### config.mk
export PLATFORM = sky130hd
export DESIGN_NAME = vpf_ram
export DESIGN_NICKNAME = d
export VERILOG_FILES = /design/src/sv/vpf_ram.sv
export SDC_FILE = /design/constraint.sdc
export NUM_CORES = 1
export LEC_CHECK = 0
export ABC_AREA = 1
export BUFFER_PORTS_ARGS = -buffer_cell sky130_fd_sc_hd__buf_2
export CAP_MARGIN = 0
export CELL_PAD_IN_SITES_DETAIL_PLACEMENT = 1
export CELL_PAD_IN_SITES_GLOBAL_PLACEMENT = 2
export CORE_AREA = 2 2 124 126
export CTS_BUF_LIST = sky130_fd_sc_hd__clkbuf_4 sky130_fd_sc_hd__clkbuf_8 sky130_fd_sc_hd__clkbuf_16
export CTS_CLUSTER_SIZE = 24
export DETAILED_ROUTE_END_ITERATION = 8
export DIE_AREA = 0 0 126 128
export HOLD_SLACK_MARGIN = 0.06
export MAX_ROUTING_LAYER = met4
export PLACE_DENSITY = 0.78
export SLEW_MARGIN = 20
export SYNTH_ARGS = -nofsm -noshare
export SYNTH_HDL_FRONTEND = slang
export SYNTH_SLANG_ARGS = --single-unit
### constraint.sdc
create_clock -name clk -period 1.5 [get_ports clk]
set_input_delay 0.3 -clock clk [delete_from_list [all_inputs] [get_ports clk]]
set_output_delay 0.3 -clock clk [all_outputs]
set_load 0.02 [all_outputs]
### src/sv/vpf_ram.sv
// ----------------------------------------------------------------------------
// vpf_ram
// generic single write port, single read port ram with registered read
// ----------------------------------------------------------------------------
module vpf_ram #(
  parameter int WIDTH = 8,
  parameter int DEPTH = 16
) (
  input  logic                     clk,
  input  logic                     we,
  input  logic [$clog2(DEPTH)-1:0] waddr,
  input  logic [WIDTH-1:0]         wdata,
  input  logic [$clog2(DEPTH)-1:0] raddr,
  output logic [WIDTH-1:0]         rdata
);

  logic [WIDTH-1:0] mem [DEPTH];

  always_ff @(posedge clk) begin
    if (we) begin
      mem[waddr] <= wdata;
    end
    rdata <= mem[raddr];
  end

endmodule

==> impl_metrics.toml, run 1 <==
[layout]
drive_gt1_frac = 0.146
design_area_mm2 = 0.00689
fin_nets = 620
syn2layout_area_growth_pct = 19.5
diodes = 0
fillers = 1667

[drt]
totalWireLength_um = 15300
drt_iter0_drc = 297
drc = 0
vias_per_cell = 4.91
vias = 3939
drtPass1Iterations = 4
post_drt_wl_per_cell_um = 19.0
antenna_left = 0

[setup_path]
worstSetupStartpointType = "flip-flop"
cp_data_required_time_ns = 1.20
crit_arrival_ns = 0.98
path_cells = "buf_2"
crit_path_max_fanout = 1
critPathCaptureType = "output pin"
slowest_delay_ns = 0.37
crit_type = "reg -> out"
crit_path_top_delay_cell = "dfxtp_1"
path_delay_family = "flip-flops"
cp_num_buf_inv = 1

[logic_synthesis]
yosys_warnings = 0
synth_ff_type = "edfxtp_1"
syn-cell-area_mm2 = 0.00577
synthTopCellsByArea = "edfxtp_1 (67%), nand2_1 (11%), nand3_1 (8.4%)"
synth-async-reset-ratio = 0
yosys-top-cells-count = "nand2_1 (173), edfxtp_1 (128), inv_1 (100)"
synth_edf_count = 128
syn_nets = 569
synth_cell_types = 12
yosysTopAreaCell = "edfxtp_1"
yosysMostFrequentCell = "nand2_1"
synthCells = 551
ys_seq_elements = 136
avgSynthCellArea_um2 = 10.5
seq_area_frac_synth = 0.694
synth_top_area_frac = 0.667

[pwr]
p_seq_frac = 0.459
clockPowerShare = 0.476
powerDensity_mw_per_mm2 = 1350
p_leak_nw = 3.00
power.share.switching = 0.220
irDropWorstVdd_mv = 0.819
switchingPower_w = 0.00205
p_int_w = 0.00726
combinationalPowerShare = 0.065

[cts]
htreeDepth = 4
clockBufferDepth = 2
cts_tree = "done"
cts_resized = 0
cts.hold.buffers_added = 0
cts_setup_buffers = 0
clkSinkCount = 136
clock_latency_ns = 0.43
cts-root-buf = "clkbuf_16"
clkSlewWorstSetupHoldPaths_ns = 0.06
cts_buffers = 17

[sta]
tns_ns = 0
tightest_slew_ns = 0.440
max_freq_mhz = 783
drv_slew = 0
relSlewSlack = 0.707
min_period_over_period = 0.851
hold_viol_final = 0
finalClockSkew_ns = 0.0111
rsz0062_at_grt = "no"
period_needed_ns = 1.28
setup_viol = 0

[worst_hold_path]
hold_path_class = "in -> reg"

[global_routing]
grt_pass1_wl_um = 24200
antenna_found_initial = 0
grt_pass1_vias = 4221
overflow = 0
grt_usage = 0.211
grt_max_degree = 33

[run_status]
status = "finished clean"

[floorplanning]
core_area_mm2 = 0.0149
die_area_mm2 = 0.0161
std_cell_rows = 45
die_w_um = 126
ios = 26
fp.dieH_um = 128
initial_core_util = 0.388

[placed_design]
port_buffers = 25
place_area_mm2 = 0.00627
gp_congestion = 0.849
hpwl_um = 9880

[run]
maxCapViolCount = 0
[path summary, 6_finish.rpt]
path,from,end,slack [ns],depth (start not counted)
max,rdata[7],rdata[7],0.22,1
min reg2reg,mem[10][6],rdata[6],0.67,6
max reg2reg,mem[12][7],rdata[7],0.46,6
min,wdata[0],mem[5][0],0.31,1
[cell families (layout without fill, tap and decap cells)]
| family | count (synthesis) | after routing | share of synthesized area |
|---|---|---|---|
| AND/OR/NAND/NOR | 289 | 289 | 0.210 |
| buffers and inverters | 126 | 190 | 0.0952 |
| flip-flops | 136 | 136 | 0.694 |
[power by group through the flow]
| stage | registers (W) | logic (W) | clock network [W] |
|---|---|---|---|
| 4_1_cts | 0.00428 | 0.000620 | 0.00447 |
| 5_1_grt | 0.00428 | 0.000674 | 0.00463 |
| 6_report | 0.00428 | 0.000606 | 0.00443 |
| 3_3_place_gp | 0.00435 | 0.000604 | 0 |
| 2_1_floorplan | 0.00438 | 0.000300 | 0 |
| 3_5_place_dp | 0.00436 | 0.000616 | 0 |
[layout by cell type, fill, tap and decap left out, types with 5 or more instances in the layout]
cell type,count
buf_12,6
buf_2,25
buf_4,25
clkbuf_16,17
clkinv_2,5
dfxtp_1,8
edfxtp_1,128
inv_1,100
nand2_1,173
nand3_1,97
nor2_1,17
[metrics by stage]
step / total power [W] / utilization / cells / worst slack, ns / hold WS [ns]
finish: 0.00932 / 0.464 / 803 / 0.224 / 0.307
global route: 0.00959 / 0.464 / 803 / 0.188 / 0.311
CTS: 0.00937 / 0.464 / 803 / 0.200 / 0.292
detailed placement: 0.00497 / 0.422 / 771 / 0.0116 / 0.653
global placement: 0.00496 / 0.422 / 771 / 0.0729 / 0.639
floorplan: 0.00468 / - / 551 / 0.249 / 0.399
[layout make-up]
type	count	area (µm²)	share of cell area
flip-flops and latches	136	4000	0.581
multi-input cells	289	1210	0.176
clock buffers	19	447	0.0648
repair buffers	56	433	0.0628
inverters	102	383	0.0556
well taps	188	235	0.0341
clock inverters	13	176	0.0256
[metal layers]
layer | vias up | wire (µm) | GRT usage
met5 | - | 0 | -
met4 | 0 | 432 | 0.0937
met3 | 25 | 676 | 0.0463
li1 | 1876 | - | -
met1 | 1965 | 6880 | 0.267
met2 | 73 | 7280 | 0.330
[registers in the layout, summed over array words and instances, names as in the netlist]
name	count
mem	128
rdata	8
(Power assumes the default switching activity.)
==> inputs of run 2 (changes only) <==
- CORE_AREA: 2 2 124 126 -> 2 2 173 90
- DIE_AREA: 0 0 126 128 -> 0 0 175 92
- PLACE_DENSITY: 0.78 -> 0.79
==> impl_metrics.toml, run 2 (same netlist as run 1, synthesis figures left out) <==
[worst_hold_path]
hold_depth = 3
hold_path_class = "in -> reg"

[layout]
final_cell_mix = "nand2_1 (173), edfxtp_1 (128), inv_1 (100)"
drive_gt1_frac = 0.145
regMostFlops = "mem"
largest_reg_flops = 128
fin_nets = 619
syn2layout_area_growth_pct = 20.7
stdcell_count = 818
design_area_mm2 = 0.00696
diodes = 0
largestRegisters = "mem (128), rdata (8)"
final_common_cell = "nand2_1"

[floorplanning]
ios = 26
die_area_mm2 = 0.0161
std_cell_rows = 32
die_w_um = 175
core_area_mm2 = 0.0149
fp.dieH_um = 92
initial_core_util = 0.388

[run]
maxCapViolCount = 0

[placed_design]
hpwl_um = 11200
gp_congestion = 0.840
port_buffers = 25
place_area_mm2 = 0.00631
dp_worst_setup_slack_ns = -0.0191
dp.cells = 786

[cts]
clkSinkCount = 136
clkSlewWorstSetupHoldPaths_ns = 0.06
cts.hold.buffers_added = 0
htreeDepth = 4
clock_latency_ns = 0.42
cts_resized = 0
cts_buffers = 17
cts_tree = "done"
clockBufferDepth = 2
cts-root-buf = "clkbuf_16"
cts_setup_buffers = 0

[pwr]
irDropWorstVdd_mv = 0.631
p_leak_nw = 3.02
power_w = 0.00958
powerDensity_mw_per_mm2 = 1380

[setup_path]
crit_path_top_delay_cell = "dfxtp_1"
crit_type = "reg -> out"
cp_num_buf_inv = 1
cp.depth = 1
worstRegToRegCells = 6
path_delay_family = "flip-flops"
critPathCaptureType = "output pin"
worstSetupStartpointType = "flip-flop"
crit_path_max_fanout = 1
slowest_delay_ns = 0.39
crit_arrival_ns = 1.00
cp_data_required_time_ns = 1.20
path_cells = "buf_2"

[drt]
vias = 4080
totalWireLength_um = 16900
drc = 0
antenna_left = 0
drt_iter0_drc = 362
post_drt_wl_per_cell_um = 20.7
drtPass1Iterations = 5
vias_per_cell = 4.99

[global_routing]
overflow = 0
grt_max_degree = 65
antenna_found_initial = 0
grt_pass1_vias = 4123
grt_pass1_wl_um = 25900
grt_usage = 0.233

[sta]
hold_viol_final = 0
whs_ns = 0.245
finalClockSkew_ns = 0.00975
min_period_over_period = 0.865
setup_viol = 0
period_needed_ns = 1.30
tightest_slew_ns = 0.449
fin_ws_ns = 0.203
relSlewSlack = 0.701
max_freq_mhz = 771
rsz0062_at_grt = "no"
drv_slew = 0

[run_status]
status = "finished clean"
[run 2: changes by cell type in the layout (fill, tap and decap cells not counted), sizes merged]
| cell | previous run | this run |
|---|---|---|
| buf | 56 | 55 |
| bufinv | 4 | 5 |
| clkbuf | 19 | 20 |
| clkinv | 5 | 4 |
| inv | 103 | 102 |
[run 2: area by class of cell]
cell class	count	area, µm²
clock inverter	12	204
inverter	102	383
multi-input combinational	289	1210
clock buffer	20	448
tap	204	255
fill	1612	7900
sequential	136	4000
timing repair buffer	55	450
[run 2: report_power, final]
part / internal (W) / total (W) / leakage, nW / switching (W)
clock: 0.00301 / 0.00466 / 0.311 / 0.00165
combinational: 0.000192 / 0.000640 / 1.48 / 0.000449
sequential: 0.00425 / 0.00428 / 1.22 / 0.0000343
total: 0.00745 / 0.00958 / 3.02 / 0.00214
[run 2: worst min-delay path: stages]
cell and delay, ns:
buf_2 0.17, nand3_1 0.10, nand2_1 0.05
[run 2: per-layer routing]
layer,global-route usage,up-vias,share of wire
met4,0.0625,0,0.011
met1,0.348,2062,0.52
met3,0.0435,17,0.058
met5,-,-,0
met2,0.325,127,0.42
li1,-,1874,-
[run 2: final timing paths]
path | end | start | slack, ns
setup reg to reg | rdata[7] | mem[1][7] | 0.40
setup / recovery | rdata[3] | rdata[3] | 0.20
hold reg to reg | rdata[2] | mem[13][2] | 0.68
hold / removal | rdata[5] | raddr[3] | 0.24
[run 2: through the flow]
stage	TNS, ns	util
after CTS	0	0.468
final	0	0.468
after floorplan	0	-
after global placement	-0.000221	0.425
after global routing	0	0.468
after detailed placement	-0.0577	0.425
